## src/design/hhrc_pkg.sv

```systemverilog
// Shared types, constants and microcode encodings for the heading hold rate controller.
`default_nettype none

package hhrc_pkg;

  localparam int unsigned RATE_FRACTION_BITS_DEF = 8;

  localparam int unsigned CFG_ADDR_W = 4;
  localparam int unsigned CFG_DATA_W = 32;

  localparam int unsigned HEADING_W = 9;
  localparam int unsigned STICK_W   = 10;
  localparam int unsigned TILT_W    = 15;
  localparam int unsigned GAIN_W    = 8;
  localparam int unsigned LIMIT_W   = 10;
  localparam int unsigned ALPHA_W   = 16;
  localparam int unsigned RATE_W    = 19;

  localparam int unsigned DIFF_W    = 10;
  localparam int unsigned DMAG_W    = 8;
  localparam int unsigned PROD_W    = 16;
  localparam int unsigned QUOT_W    = 11;
  localparam int unsigned REM_W     = 5;

  localparam logic signed [DIFF_W-1:0] HALF_TURN = 10'sd180;
  localparam logic signed [DIFF_W-1:0] FULL_TURN = 10'sd360;

  localparam int unsigned GAIN_DIV     = 30;
  localparam int unsigned RECIP_W      = 16;
  localparam logic [RECIP_W-1:0] GAIN_RECIP = 16'd34953;
  localparam int unsigned RECIP_SHIFT  = 20;
  localparam int unsigned ROUND_HALF   = 32768;

  localparam logic [GAIN_W-1:0]  GAIN_RST  = 8'd40;
  localparam logic [LIMIT_W-1:0] LIMIT_RST = 10'd90;
  localparam logic [TILT_W-1:0]  TILT_RST  = 15'd13377;
  localparam logic [ALPHA_W-1:0] ALPHA_RST = 16'd4096;

  typedef enum logic [1:0] {
    REG_GAIN  = 2'd0,
    REG_LIMIT = 2'd1,
    REG_TILT  = 2'd2,
    REG_ALPHA = 2'd3
  } reg_idx_t;

  typedef struct packed {
    logic [GAIN_W-1:0]  gain;
    logic [LIMIT_W-1:0] rate_limit;
    logic [TILT_W-1:0]  tilt_limit;
    logic [ALPHA_W-1:0] alpha;
  } cfg_regs_t;

  localparam int unsigned PC_W = 3;
  typedef logic [PC_W-1:0] pc_t;

  localparam pc_t PC_LOAD  = 3'd0;
  localparam pc_t PC_GAIN  = 3'd1;
  localparam pc_t PC_RECIP = 3'd2;
  localparam pc_t PC_CLAMP = 3'd3;
  localparam pc_t PC_FMUL  = 3'd4;
  localparam pc_t PC_FACC  = 3'd5;
  localparam pc_t PC_EMIT  = 3'd6;

  typedef enum logic [2:0] {
    OP_NOP,
    OP_LOAD,
    OP_GAIN,
    OP_RECIP,
    OP_CLAMP,
    OP_FMUL,
    OP_FACC,
    OP_EMIT
  } op_t;

  typedef enum logic [2:0] {
    C_NEXT,
    C_WAIT_IN,
    C_SKIP_NO_HOLD,
    C_WAIT_OUT_RET,
    C_JUMP
  } cond_t;

  typedef struct packed {
    op_t   op;
    cond_t cond;
    pc_t   target;
  } ctl_word_t;

  typedef struct packed {
    op_t  op;
    logic fire;
  } step_t;

  typedef struct packed {
    logic hold;
    logic out_busy;
  } dp_stat_t;

endpackage

`default_nettype wire

```

## src/design/hhrc_ucode_rom.sv

```systemverilog
// Microcode program store: one control word per sequencer step.
`default_nettype none

module hhrc_ucode_rom (
  input  wire hhrc_pkg::pc_t       pc,
  output hhrc_pkg::ctl_word_t      ctl
);

  always_comb begin
    unique case (pc)
      hhrc_pkg::PC_LOAD:  ctl = '{hhrc_pkg::OP_LOAD,  hhrc_pkg::C_WAIT_IN,      hhrc_pkg::PC_GAIN};
      hhrc_pkg::PC_GAIN:  ctl = '{hhrc_pkg::OP_GAIN,  hhrc_pkg::C_SKIP_NO_HOLD, hhrc_pkg::PC_EMIT};
      hhrc_pkg::PC_RECIP: ctl = '{hhrc_pkg::OP_RECIP, hhrc_pkg::C_NEXT,         hhrc_pkg::PC_CLAMP};
      hhrc_pkg::PC_CLAMP: ctl = '{hhrc_pkg::OP_CLAMP, hhrc_pkg::C_NEXT,         hhrc_pkg::PC_FMUL};
      hhrc_pkg::PC_FMUL:  ctl = '{hhrc_pkg::OP_FMUL,  hhrc_pkg::C_NEXT,         hhrc_pkg::PC_FACC};
      hhrc_pkg::PC_FACC:  ctl = '{hhrc_pkg::OP_FACC,  hhrc_pkg::C_NEXT,         hhrc_pkg::PC_EMIT};
      hhrc_pkg::PC_EMIT:  ctl = '{hhrc_pkg::OP_EMIT,  hhrc_pkg::C_WAIT_OUT_RET, hhrc_pkg::PC_LOAD};
      default:            ctl = '{hhrc_pkg::OP_NOP,   hhrc_pkg::C_JUMP,         hhrc_pkg::PC_LOAD};
    endcase
  end

endmodule

`default_nettype wire

```

## src/design/hhrc_sequencer.sv

```systemverilog
// Step counter and branch logic that walks the microcode program.
`default_nettype none

module hhrc_sequencer (
  input  wire                  clk,
  input  wire                  rst_n,
  input  wire                  in_valid,
  input  wire hhrc_pkg::dp_stat_t stat,
  output logic                 in_ready,
  output hhrc_pkg::step_t      step
);

  hhrc_pkg::pc_t       pc_r;
  hhrc_pkg::pc_t       pc_nxt;
  hhrc_pkg::ctl_word_t ctl;
  hhrc_pkg::pc_t       pc_inc;

  hhrc_ucode_rom u_rom (
    .pc  (pc_r),
    .ctl (ctl)
  );

  assign pc_inc   = pc_r + hhrc_pkg::PC_W'(1);
  assign in_ready = (ctl.cond == hhrc_pkg::C_WAIT_IN);

  always_comb begin
    step.op = ctl.op;
    unique case (ctl.cond)
      hhrc_pkg::C_NEXT: begin
        step.fire = 1'b1;
        pc_nxt    = pc_inc;
      end
      hhrc_pkg::C_WAIT_IN: begin
        step.fire = in_valid;
        pc_nxt    = in_valid ? pc_inc : pc_r;
      end
      hhrc_pkg::C_SKIP_NO_HOLD: begin
        step.fire = 1'b1;
        pc_nxt    = stat.hold ? pc_inc : ctl.target;
      end
      hhrc_pkg::C_WAIT_OUT_RET: begin
        step.fire = !stat.out_busy;
        pc_nxt    = stat.out_busy ? pc_r : ctl.target;
      end
      hhrc_pkg::C_JUMP: begin
        step.fire = 1'b1;
        pc_nxt    = ctl.target;
      end
      default: begin
        step.fire = 1'b0;
        pc_nxt    = hhrc_pkg::PC_LOAD;
      end
    endcase
  end

  always_ff @(posedge clk) begin
    if (!rst_n) begin
      pc_r <= hhrc_pkg::PC_LOAD;
    end else begin
      pc_r <= pc_nxt;
    end
  end

endmodule

`default_nettype wire

```

## src/design/hhrc_datapath.sv

```systemverilog
// Datapath: heading error, gain scaling, clamp, low-pass filter and result register.
`default_nettype none

module hhrc_datapath #(
  parameter int unsigned RATE_FRACTION_BITS = hhrc_pkg::RATE_FRACTION_BITS_DEF
) (
  input  wire                                     clk,
  input  wire                                     rst_n,
  input  wire hhrc_pkg::step_t                    step,
  input  wire hhrc_pkg::cfg_regs_t                cfg,
  input  wire [hhrc_pkg::HEADING_W-1:0]           in_yaw_heading,
  input  wire                                     in_armed,
  input  wire                                     in_hold_mode_active,
  input  wire                                     in_autopilot_enabled,
  input  wire signed [hhrc_pkg::STICK_W-1:0]      in_yaw_stick,
  input  wire [hhrc_pkg::TILT_W-1:0]              in_tilt_cosine,
  input  wire                                     out_stall,
  output logic                                    out_valid,
  output logic signed [hhrc_pkg::RATE_W-1:0]      out_rate_command,
  output logic                                    out_hold_applied,
  output hhrc_pkg::dp_stat_t                      stat
);

  localparam int unsigned F      = RATE_FRACTION_BITS;
  localparam int unsigned Q_W    = hhrc_pkg::QUOT_W + F;
  localparam int unsigned E_W    = Q_W + 1;
  localparam int unsigned FV_W   = Q_W + 1;
  localparam int unsigned D_W    = FV_W + 1;
  localparam int unsigned P_W    = D_W + hhrc_pkg::ALPHA_W + 1;
  localparam int unsigned OUT_W  = hhrc_pkg::RATE_W;
  localparam int unsigned RP_W   = hhrc_pkg::PROD_W + hhrc_pkg::RECIP_W;
  localparam int unsigned TBL_N  = 1 << hhrc_pkg::REM_W;

  logic [F-1:0] frac_tbl [TBL_N];

  for (genvar gi = 0; gi < TBL_N; gi++) begin : g_frac
    localparam int unsigned VAL = (gi << F) / hhrc_pkg::GAIN_DIV;
    assign frac_tbl[gi] = F'(VAL);
  end

  logic                               hold_r, hold_nxt;
  logic                               dneg_r, dneg_nxt;
  logic [hhrc_pkg::DMAG_W-1:0]        dmag_r, dmag_nxt;
  logic [hhrc_pkg::HEADING_W-1:0]     target_r, target_nxt;
  logic [hhrc_pkg::PROD_W-1:0]        m_r, m_nxt;
  logic [hhrc_pkg::QUOT_W-1:0]        a_r, a_nxt;
  logic signed [E_W-1:0]              e_r, e_nxt;
  logic signed [P_W-1:0]              p_r, p_nxt;
  logic signed [FV_W-1:0]             fv_r, fv_nxt;
  logic                               out_valid_r, out_valid_nxt;
  logic signed [OUT_W-1:0]            out_rate_r, out_rate_nxt;
  logic                               out_hold_r, out_hold_nxt;

  logic [hhrc_pkg::HEADING_W-1:0]     tgt_eff;
  logic signed [hhrc_pkg::DIFF_W-1:0] d_raw, d_w1, d_w2, d_neg;
  logic                               hold_now;
  logic [RP_W-1:0]                    recip_prod;
  logic [hhrc_pkg::PROD_W-1:0]        a_ext, a_times;
  logic [hhrc_pkg::PROD_W-1:0]        rem_full;
  logic [Q_W-1:0]                     quot, lim, mag;
  logic signed [D_W-1:0]              diff;
  logic signed [P_W-1:0]              alpha_s;
  logic signed [P_W:0]                rsum, rsh;
  logic [FV_W:0]                      inc, fv_sum;
  logic [FV_W+OUT_W-1:0]              rate_ext;

  assign stat.hold     = hold_r;
  assign stat.out_busy = out_valid_r && out_stall;

  assign out_valid        = out_valid_r;
  assign out_rate_command = out_rate_r;
  assign out_hold_applied = out_hold_r;

  always_comb begin
    tgt_eff  = in_armed ? target_r : in_yaw_heading;
    hold_now = in_hold_mode_active && in_autopilot_enabled &&
               (in_yaw_stick == '0) && (in_tilt_cosine >= cfg.tilt_limit);
    d_raw    = signed'({1'b0, in_yaw_heading}) - signed'({1'b0, tgt_eff});
    d_w1     = (d_raw <= -hhrc_pkg::HALF_TURN) ? d_raw + hhrc_pkg::FULL_TURN : d_raw;
    d_w2     = (d_w1 >= hhrc_pkg::HALF_TURN) ? d_w1 - hhrc_pkg::FULL_TURN : d_w1;
    d_neg    = -d_w2;

    recip_prod = RP_W'(m_r) * RP_W'(hhrc_pkg::GAIN_RECIP);

    a_ext    = hhrc_pkg::PROD_W'(a_r);
    a_times  = (a_ext << 5) - (a_ext << 1);
    rem_full = m_r - a_times;
    quot     = {a_r, frac_tbl[rem_full[hhrc_pkg::REM_W-1:0]]};
    lim      = {1'b0, cfg.rate_limit, {F{1'b0}}};
    mag      = (quot > lim) ? lim : quot;

    diff     = D_W'(e_r) - D_W'(fv_r);
    alpha_s  = signed'(P_W'(cfg.alpha));

    rsum     = (P_W + 1)'(p_r) + signed'((P_W + 1)'(hhrc_pkg::ROUND_HALF));
    rsh      = rsum >>> hhrc_pkg::ALPHA_W;
    inc      = rsh[FV_W:0];
    fv_sum   = {fv_r[FV_W-1], fv_r} + inc;

    rate_ext = {{OUT_W{fv_r[FV_W-1]}}, fv_r};
  end

  always_comb begin
    hold_nxt      = hold_r;
    dneg_nxt      = dneg_r;
    dmag_nxt      = dmag_r;
    target_nxt    = target_r;
    m_nxt         = m_r;
    a_nxt         = a_r;
    e_nxt         = e_r;
    p_nxt         = p_r;
    fv_nxt        = fv_r;
    out_rate_nxt  = out_rate_r;
    out_hold_nxt  = out_hold_r;
    out_valid_nxt = out_valid_r && out_stall;
    if (step.fire) begin
      unique case (step.op)
        hhrc_pkg::OP_LOAD: begin
          hold_nxt = hold_now;
          dneg_nxt = d_w2[hhrc_pkg::DIFF_W-1];
          dmag_nxt = d_w2[hhrc_pkg::DIFF_W-1] ? d_neg[hhrc_pkg::DMAG_W-1:0]
                                              : d_w2[hhrc_pkg::DMAG_W-1:0];
          if (!in_armed) begin
            target_nxt = in_yaw_heading;
            fv_nxt     = '0;
          end
        end
        hhrc_pkg::OP_GAIN:  m_nxt = hhrc_pkg::PROD_W'(dmag_r) * hhrc_pkg::PROD_W'(cfg.gain);
        hhrc_pkg::OP_RECIP: a_nxt = recip_prod[hhrc_pkg::RECIP_SHIFT +: hhrc_pkg::QUOT_W];
        hhrc_pkg::OP_CLAMP: begin
          e_nxt = dneg_r ? -signed'({1'b0, mag}) : signed'({1'b0, mag});
        end
        hhrc_pkg::OP_FMUL:  p_nxt  = P_W'(diff) * alpha_s;
        hhrc_pkg::OP_FACC:  fv_nxt = fv_sum[FV_W-1:0];
        hhrc_pkg::OP_EMIT: begin
          out_valid_nxt = 1'b1;
          out_hold_nxt  = hold_r;
          out_rate_nxt  = hold_r ? rate_ext[OUT_W-1:0] : '0;
        end
        hhrc_pkg::OP_NOP: begin
        end
        default: begin
        end
      endcase
    end
  end

  always_ff @(posedge clk) begin
    if (!rst_n) begin
      out_valid_r <= 1'b0;
      hold_r      <= 1'b0;
      target_r    <= '0;
      fv_r        <= '0;
    end else begin
      out_valid_r <= out_valid_nxt;
      hold_r      <= hold_nxt;
      target_r    <= target_nxt;
      fv_r        <= fv_nxt;
    end
  end

  always_ff @(posedge clk) begin
    dneg_r     <= dneg_nxt;
    dmag_r     <= dmag_nxt;
    m_r        <= m_nxt;
    a_r        <= a_nxt;
    e_r        <= e_nxt;
    p_r        <= p_nxt;
    out_rate_r <= out_rate_nxt;
    out_hold_r <= out_hold_nxt;
  end

endmodule

`default_nettype wire

```

## src/design/heading_hold_rate_controller.sv

```systemverilog
// Top level: configuration registers, microcode sequencer and datapath.
//
//  channel | direction | handshake         | payload
//  --------+-----------+-------------------+------------------------------------------
//  in      | input     | in_valid/in_stall | yaw_heading, armed, mode flags, stick, tilt
//  out     | output    | out_valid/out_stall | rate_command, hold_applied
//  cfg     | input     | psel/penable/pready | paddr, pwdata, prdata
//
//  The microcode program has seven steps; an item without hold skips from the gain step
//  to the emit step. The emit step loads the result into the output register; the next
//  item is accepted in the cycle after the result is loaded at the earliest, so the block
//  does not take a new item before it is through with the last one.
//  A stalled result waits in the output register while the next item is accepted and runs
//  up to the emit step; the input then stalls until the waiting result moves on.
//  Reset is synchronous; it restores register defaults and clears target and filter state.
`default_nettype none

module heading_hold_rate_controller #(
  parameter int unsigned RATE_FRACTION_BITS = hhrc_pkg::RATE_FRACTION_BITS_DEF
) (
  input  wire                                  clk,
  input  wire                                  rst_n,
  input  wire                                  in_valid,
  output logic                                 in_stall,
  input  wire [hhrc_pkg::HEADING_W-1:0]        in_yaw_heading,
  input  wire                                  in_armed,
  input  wire                                  in_hold_mode_active,
  input  wire                                  in_autopilot_enabled,
  input  wire signed [hhrc_pkg::STICK_W-1:0]   in_yaw_stick,
  input  wire [hhrc_pkg::TILT_W-1:0]           in_tilt_cosine,
  output logic                                 out_valid,
  input  wire                                  out_stall,
  output logic signed [hhrc_pkg::RATE_W-1:0]   out_rate_command,
  output logic                                 out_hold_applied,
  input  wire                                  psel,
  input  wire                                  penable,
  input  wire                                  pwrite,
  input  wire [hhrc_pkg::CFG_ADDR_W-1:0]       paddr,
  input  wire [hhrc_pkg::CFG_DATA_W-1:0]       pwdata,
  output logic [hhrc_pkg::CFG_DATA_W-1:0]      prdata,
  output logic                                 pready
);

  hhrc_pkg::cfg_regs_t cfg_r, cfg_nxt;
  hhrc_pkg::reg_idx_t  reg_idx;
  hhrc_pkg::step_t     step;
  hhrc_pkg::dp_stat_t  stat;
  logic                in_ready;
  logic                wr_en;

  assign pready   = 1'b1;
  assign in_stall = !in_ready;
  assign reg_idx  = hhrc_pkg::reg_idx_t'(paddr[hhrc_pkg::CFG_ADDR_W-1:2]);
  assign wr_en    = psel && penable && pwrite && pready;

  always_comb begin
    cfg_nxt = cfg_r;
    if (wr_en) begin
      unique case (reg_idx)
        hhrc_pkg::REG_GAIN:  cfg_nxt.gain       = pwdata[hhrc_pkg::GAIN_W-1:0];
        hhrc_pkg::REG_LIMIT: cfg_nxt.rate_limit = pwdata[hhrc_pkg::LIMIT_W-1:0];
        hhrc_pkg::REG_TILT:  cfg_nxt.tilt_limit = pwdata[hhrc_pkg::TILT_W-1:0];
        hhrc_pkg::REG_ALPHA: cfg_nxt.alpha      = pwdata[hhrc_pkg::ALPHA_W-1:0];
        default: begin
        end
      endcase
    end
  end

  always_comb begin
    unique case (reg_idx)
      hhrc_pkg::REG_GAIN:  prdata = hhrc_pkg::CFG_DATA_W'(cfg_r.gain);
      hhrc_pkg::REG_LIMIT: prdata = hhrc_pkg::CFG_DATA_W'(cfg_r.rate_limit);
      hhrc_pkg::REG_TILT:  prdata = hhrc_pkg::CFG_DATA_W'(cfg_r.tilt_limit);
      hhrc_pkg::REG_ALPHA: prdata = hhrc_pkg::CFG_DATA_W'(cfg_r.alpha);
      default:             prdata = '0;
    endcase
  end

  always_ff @(posedge clk) begin
    if (!rst_n) begin
      cfg_r.gain       <= hhrc_pkg::GAIN_RST;
      cfg_r.rate_limit <= hhrc_pkg::LIMIT_RST;
      cfg_r.tilt_limit <= hhrc_pkg::TILT_RST;
      cfg_r.alpha      <= hhrc_pkg::ALPHA_RST;
    end else begin
      cfg_r <= cfg_nxt;
    end
  end

  hhrc_sequencer u_seq (
    .clk      (clk),
    .rst_n    (rst_n),
    .in_valid (in_valid),
    .stat     (stat),
    .in_ready (in_ready),
    .step     (step)
  );

  hhrc_datapath #(
    .RATE_FRACTION_BITS (RATE_FRACTION_BITS)
  ) u_dp (
    .clk                  (clk),
    .rst_n                (rst_n),
    .step                 (step),
    .cfg                  (cfg_r),
    .in_yaw_heading       (in_yaw_heading),
    .in_armed             (in_armed),
    .in_hold_mode_active  (in_hold_mode_active),
    .in_autopilot_enabled (in_autopilot_enabled),
    .in_yaw_stick         (in_yaw_stick),
    .in_tilt_cosine       (in_tilt_cosine),
    .out_stall            (out_stall),
    .out_valid            (out_valid),
    .out_rate_command     (out_rate_command),
    .out_hold_applied     (out_hold_applied),
    .stat                 (stat)
  );

endmodule

`default_nettype wire

```

## config.mk

```make
export PLATFORM = sky130hd
export DESIGN_NAME = heading_hold_rate_controller
export DESIGN_NICKNAME = d
export VERILOG_FILES = /design/src/design/hhrc_pkg.sv /design/src/design/hhrc_ucode_rom.sv /design/src/design/hhrc_sequencer.sv /design/src/design/hhrc_datapath.sv /design/src/design/heading_hold_rate_controller.sv
export SDC_FILE = /design/constraint.sdc
export NUM_CORES = 2
export LEC_CHECK = 0
export BUFFER_PORTS_ARGS = -buffer_cell sky130_fd_sc_hd__buf_2
export CAP_MARGIN = 10
export CORE_ASPECT_RATIO = 1.2
export CORE_MARGIN = 4
export CORE_UTILIZATION = 55
export DETAILED_ROUTE_END_ITERATION = 10
export GPL_ROUTABILITY_DRIVEN = 0
export PLACE_DENSITY_LB_ADDON = 0.12
export SETUP_SLACK_MARGIN = 0.5
export SLEW_MARGIN = 10
export SYNTH_ARGS = -nofsm -noshare
export SYNTH_HDL_FRONTEND = slang
export SYNTH_SLANG_ARGS = --single-unit
export TNS_END_PERCENT = 30
```

## constraint.sdc

```tcl
create_clock -name clk -period 14.6 [get_ports clk]
set_input_delay 1.46 -clock clk [delete_from_list [all_inputs] [get_ports clk]]
set_output_delay 1.46 -clock clk [all_outputs]
set_load 0.02 [all_outputs]
```

==> load_flow_metrics.sql <==
INSERT INTO impl_metrics (metric_group, metric, value, unit) VALUES
('timing', 'grt_setup_unrepaired', 'no', ''),
('grt', 'grt_pass1_vias', '21310', ''),
('timing', 'final_critical_path_share_of_the_clock_period', '65.73', '%'),
('min_path', 'worstHoldPathCells', '2', ''),
('yosys', 'ys_ff_latch', '180', ''),
('setup_path', 'startpoint', 'u_dp.fv_r[1]', ''),
('timing', 'maxSlewViolCount', '0', ''),
('floorplanning', 'top_level_ports', '135', ''),
('placement', 'port-buffer-count', '99', ''),
('clock_tree', 'post_cts.repair.setup_buffers', '0', ''),
('setup_path', 'crit_path_start_kind', 'register', ''),
('setup_path', 'r2r.worst_path.cells', '35', ''),
('timing', 'max_slew.worst_pin.slew', '1.233', 'ns'),
('routing', 'postRouteWirelength', '65360', 'um'),
('job', 'max_cap_violations', '0', ''),
('min_path', 'worst_hold_path_type', 'reg -> reg', ''),
('clock_tree', 'clock_tree.buffer_depth', '2', ''),
('routing', 'avg_vias_per_cell', '5.474', ''),
('routing', 'detail_route.wl_per_cell', '17.84', 'um'),
('yosys', 'ys.flop_type', 'sky130_fd_sc_hd__edfxtp_1', ''),
('yosys', 'top_count_cell_post_synth', 'sky130_fd_sc_hd__inv_1', ''),
('setup_path', 'worst_r2r_startpoint', 'u_dp.fv_r[1]', ''),
('routing', 'drt_first_pass_iters', '5', ''),
('setup_path', 'timing_worst_setup_path_type', 'reg -> reg', ''),
('grt', 'grt.overflow.total', '0', ''),
('setup_path', 'timing.critical_path.mode_cell', 'sky130_fd_sc_hd__fa_1', ''),
('routing', 'detailroute.via_count', '20051', ''),
('yosys', 'synth.top_cells.by_area', 'sky130_fd_sc_hd__fa_1 28%, sky130_fd_sc_hd__ha_1 14%, sky130_fd_sc_hd__edfxtp_1 11%', ''),
('layout', 'final_nets', '3786', ''),
('grt', 'global_route.usage.total', '25.37', '%'),
('setup_path', 'arrival', '9.79', 'ns'),
('yosys', 'yosysUniqueCellTypes', '91', ''),
('yosys', 'ys.warnings.count', '0', ''),
('yosys', 'top_cell_type_s_share_of_synthesized_area', '27.71', '%'),
('layout', 'antenna_cells', '0', ''),
('setup_path', 'crit_path_max_fanout', '16', ''),
('placement', 'placed_wire_length_estimate', '53290', 'um'),
('floorplanning', 'die_area', '52890', 'um2'),
('pwr', 'cellPowerDensity', '126.4', 'nW/um2'),
('clock_tree', 'clk_root_buffer_cell', 'sky130_fd_sc_hd__clkbuf_16', ''),
('yosys', 'netlist.top_cell.by_area', 'sky130_fd_sc_hd__fa_1', ''),
('clock_tree', 'cts.htree.levels', '4', ''),
('clock_tree', 'worst_skew_pair.late_latency', '0.46', 'ns'),
('pwr', 'ir_drop', '0.1454', 'mV'),
('yosys', 'post_synthesis_average_cell_area', '9.116', 'um2'),
('pwr', 'leakage', '13.97', 'nW'),
('timing', 'hold_viol', '0', ''),
('floorplanning', 'die_w', '210.6', 'um'),
('yosys', 'seq_area_frac_synth', '16.88', '%'),
('yosys', 'post_synth_instance_area', '27090', 'um2'),
('grt', 'grt_antenna_before_repair', '0', ''),
('setup_path', 'setup.worst_path.end_class', 'register', ''),
('setup_path', 'reg2reg_slack', '5.00', 'ns'),
('layout', 'finalInstanceArea', '28810', 'um2'),
('placement', 'post_dp_cell_area', '28260', 'um2'),
('run_status', 'outcome', 'finished, final reports clean', ''),
('clock_tree', 'cts.sinks', '180', ''),
('grt', 'grt_start_max_net_pins', '67', ''),
('clock_tree', 'cts_tree', 'yes', ''),
('timing', 'max_freq', '104.2', 'MHz'),
('routing', 'post-route-drc-count', '0', ''),
('floorplanning', 'floorplan.core_area', '48450', 'um2'),
('timing', 'setup-tns-final', '0', 'ns'),
('timing', 'finish_stage_setup_viols', '0', ''),
('setup_path', 'timing.critical_path.slowest_cell_delay', '0.78', 'ns'),
('floorplanning', 'initial_utilization', '55.92', '%'),
('yosys', 'ys_top_cells_by_count', '585 x sky130_fd_sc_hd__inv_1, 375 x sky130_fd_sc_hd__fa_1, 350 x sky130_fd_sc_hd__nand2_1', ''),
('floorplanning', 'fp.dieH', '251.1', 'um'),
('setup_path', 'required', '14.80', 'ns'),
('setup_path', 'worstSetupEndpoint', 'u_dp.p_r[31]', ''),
('clock_tree', 'hold_buffers', '0', '');
==> state kept, by name (all words and copies together), names as in the netlist <==
| register | flops |
|---|---|
| cfg_r | 49 |
| u_dp.a_r | 11 |
| u_dp.dmag_r | 8 |
| u_dp.dneg_r | 1 |
| u_dp.e_r | 20 |
| u_dp.fv_r | 20 |
| u_dp.hold_r | 1 |
| u_dp.m_r | 16 |
| u_dp.out_hold_applied | 1 |
| u_dp.out_rate_command | 19 |
| u_dp.out_valid | 1 |
| u_dp.p_r | 21 |
| u_dp.target_r | 9 |
| u_seq.pc_r | 3 |
==> layout make-up <==
type | count | area, um2 | share of cell area (%)
clock buffers | 19 | 432.9 | 1.503
clock inverters | 13 | 118.9 | 0.4126
inverters | 585 | 2196 | 7.622
multi-input cells | 2110 | 20000 | 69.43
flip-flops and latches | 180 | 4574 | 15.88
well taps | 630 | 788.3 | 2.736
repair buffers | 126 | 698.2 | 2.423
==> metal layers <==
metal	vias up	track usage [%]	wire length (um)	part of all wire [%]
li1	9483	-	-	-
met1	9994	30.74	26060	40
met2	468	46.49	34220	52
met3	106	3.957	3079	4.7
met4	0	7.634	2000	3.1
met5	-	0	0	0
==> how the worst min path moves through the flow <==
| stage | startpoint | end | slack, ns |
|---|---|---|---|
| floorplan | cfg_r[24] | cfg_r[24] | 0.44 |
| finish | cfg_r[24] | cfg_r[24] | 0.47 |
| global route | cfg_r[24] | cfg_r[24] | 0.50 |
| CTS | cfg_r[24] | cfg_r[24] | 0.47 |
| global placement | cfg_r[25] | cfg_r[25] | 0.44 |
| detailed placement | cfg_r[24] | cfg_r[24] | 0.46 |
==> where the power goes <==
part | switching [mW] | total [mW] | leakage [nW] | internal (mW)
combinational | 1.36 | 2.37 | 12.2 | 1.01
sequential | 0.109 | 0.821 | 1.54 | 0.712
clock | 0.225 | 0.450 | 0.274 | 0.225
==> placed cells by master, fill, tap and decap left out, types with 16 or more instances in the layout <==
cell,count
sky130_fd_sc_hd__a211oi_1,17
sky130_fd_sc_hd__a21o_1,29
sky130_fd_sc_hd__a21oi_1,98
sky130_fd_sc_hd__and2_1,186
sky130_fd_sc_hd__and3_1,18
sky130_fd_sc_hd__buf_2,99
sky130_fd_sc_hd__buf_4,27
sky130_fd_sc_hd__clkbuf_16,17
sky130_fd_sc_hd__conb_1,17
sky130_fd_sc_hd__dfxtp_1,83
sky130_fd_sc_hd__edfxtp_1,97
sky130_fd_sc_hd__fa_1,375
sky130_fd_sc_hd__ha_1,311
sky130_fd_sc_hd__inv_1,584
sky130_fd_sc_hd__mux2i_1,35
sky130_fd_sc_hd__nand2_1,350
sky130_fd_sc_hd__nand2b_1,22
sky130_fd_sc_hd__nand3_1,31
sky130_fd_sc_hd__nor2_1,122
sky130_fd_sc_hd__nor2b_1,44
sky130_fd_sc_hd__nor3_1,32
sky130_fd_sc_hd__o211ai_1,16
sky130_fd_sc_hd__o21ai_0,67
sky130_fd_sc_hd__xnor2_1,96
sky130_fd_sc_hd__xor2_1,40
==> critical path, delay by kind of cell, from the launching register on <==
| family | cells | cell delay (ns) |
|---|---|---|
| xor gates and xnor gates | 2 | 0.86 |
| buffers and inverters | 4 | 0.27 |
| DFF | 1 | 0.45 |
| AOI/OAI and AO/OA | 15 | 3.22 |
| and+or+nand+nor | 6 | 0.86 |
| adders and majority gates | 8 | 3.68 |
==> metrics by stage <==
stage	std cells	util (%)	hold slack, ns	setup slack (ns)	total power [mW]
6_report	3663	59.47	0.4658	5.004	3.641
5_1_grt	3663	59.47	0.5018	4.334	4.030
4_1_cts	3663	59.47	0.4655	4.994	3.673
3_5_place_dp	3631	58.33	0.4553	5.061	3.186
3_3_place_gp	3631	58.33	0.4434	5.163	3.123
2_1_floorplan	2987	-	0.4363	6.449	2.627
==> logic make-up (layout without fill, tap and decap cells) <==
| family | count (synthesis) | count (layout) | share of synthesized area, % |
|---|---|---|---|
| AOI/OAI and AO/OA | 346 | 346 | 8.484 |
| xor gates and xnor gates | 148 | 148 | 4.812 |
| adders and majority gates | 688 | 688 | 42.15 |
| buffers and inverters | 697 | 743 | 9.920 |
| DFF | 180 | 180 | 16.88 |
| muxes | 50 | 50 | 2.346 |
| other | 2 | 17 | 0.02772 |
| and+or+nand+nor | 861 | 861 | 15.38 |
No activity file was read; power rests on OpenSTA's default activity.
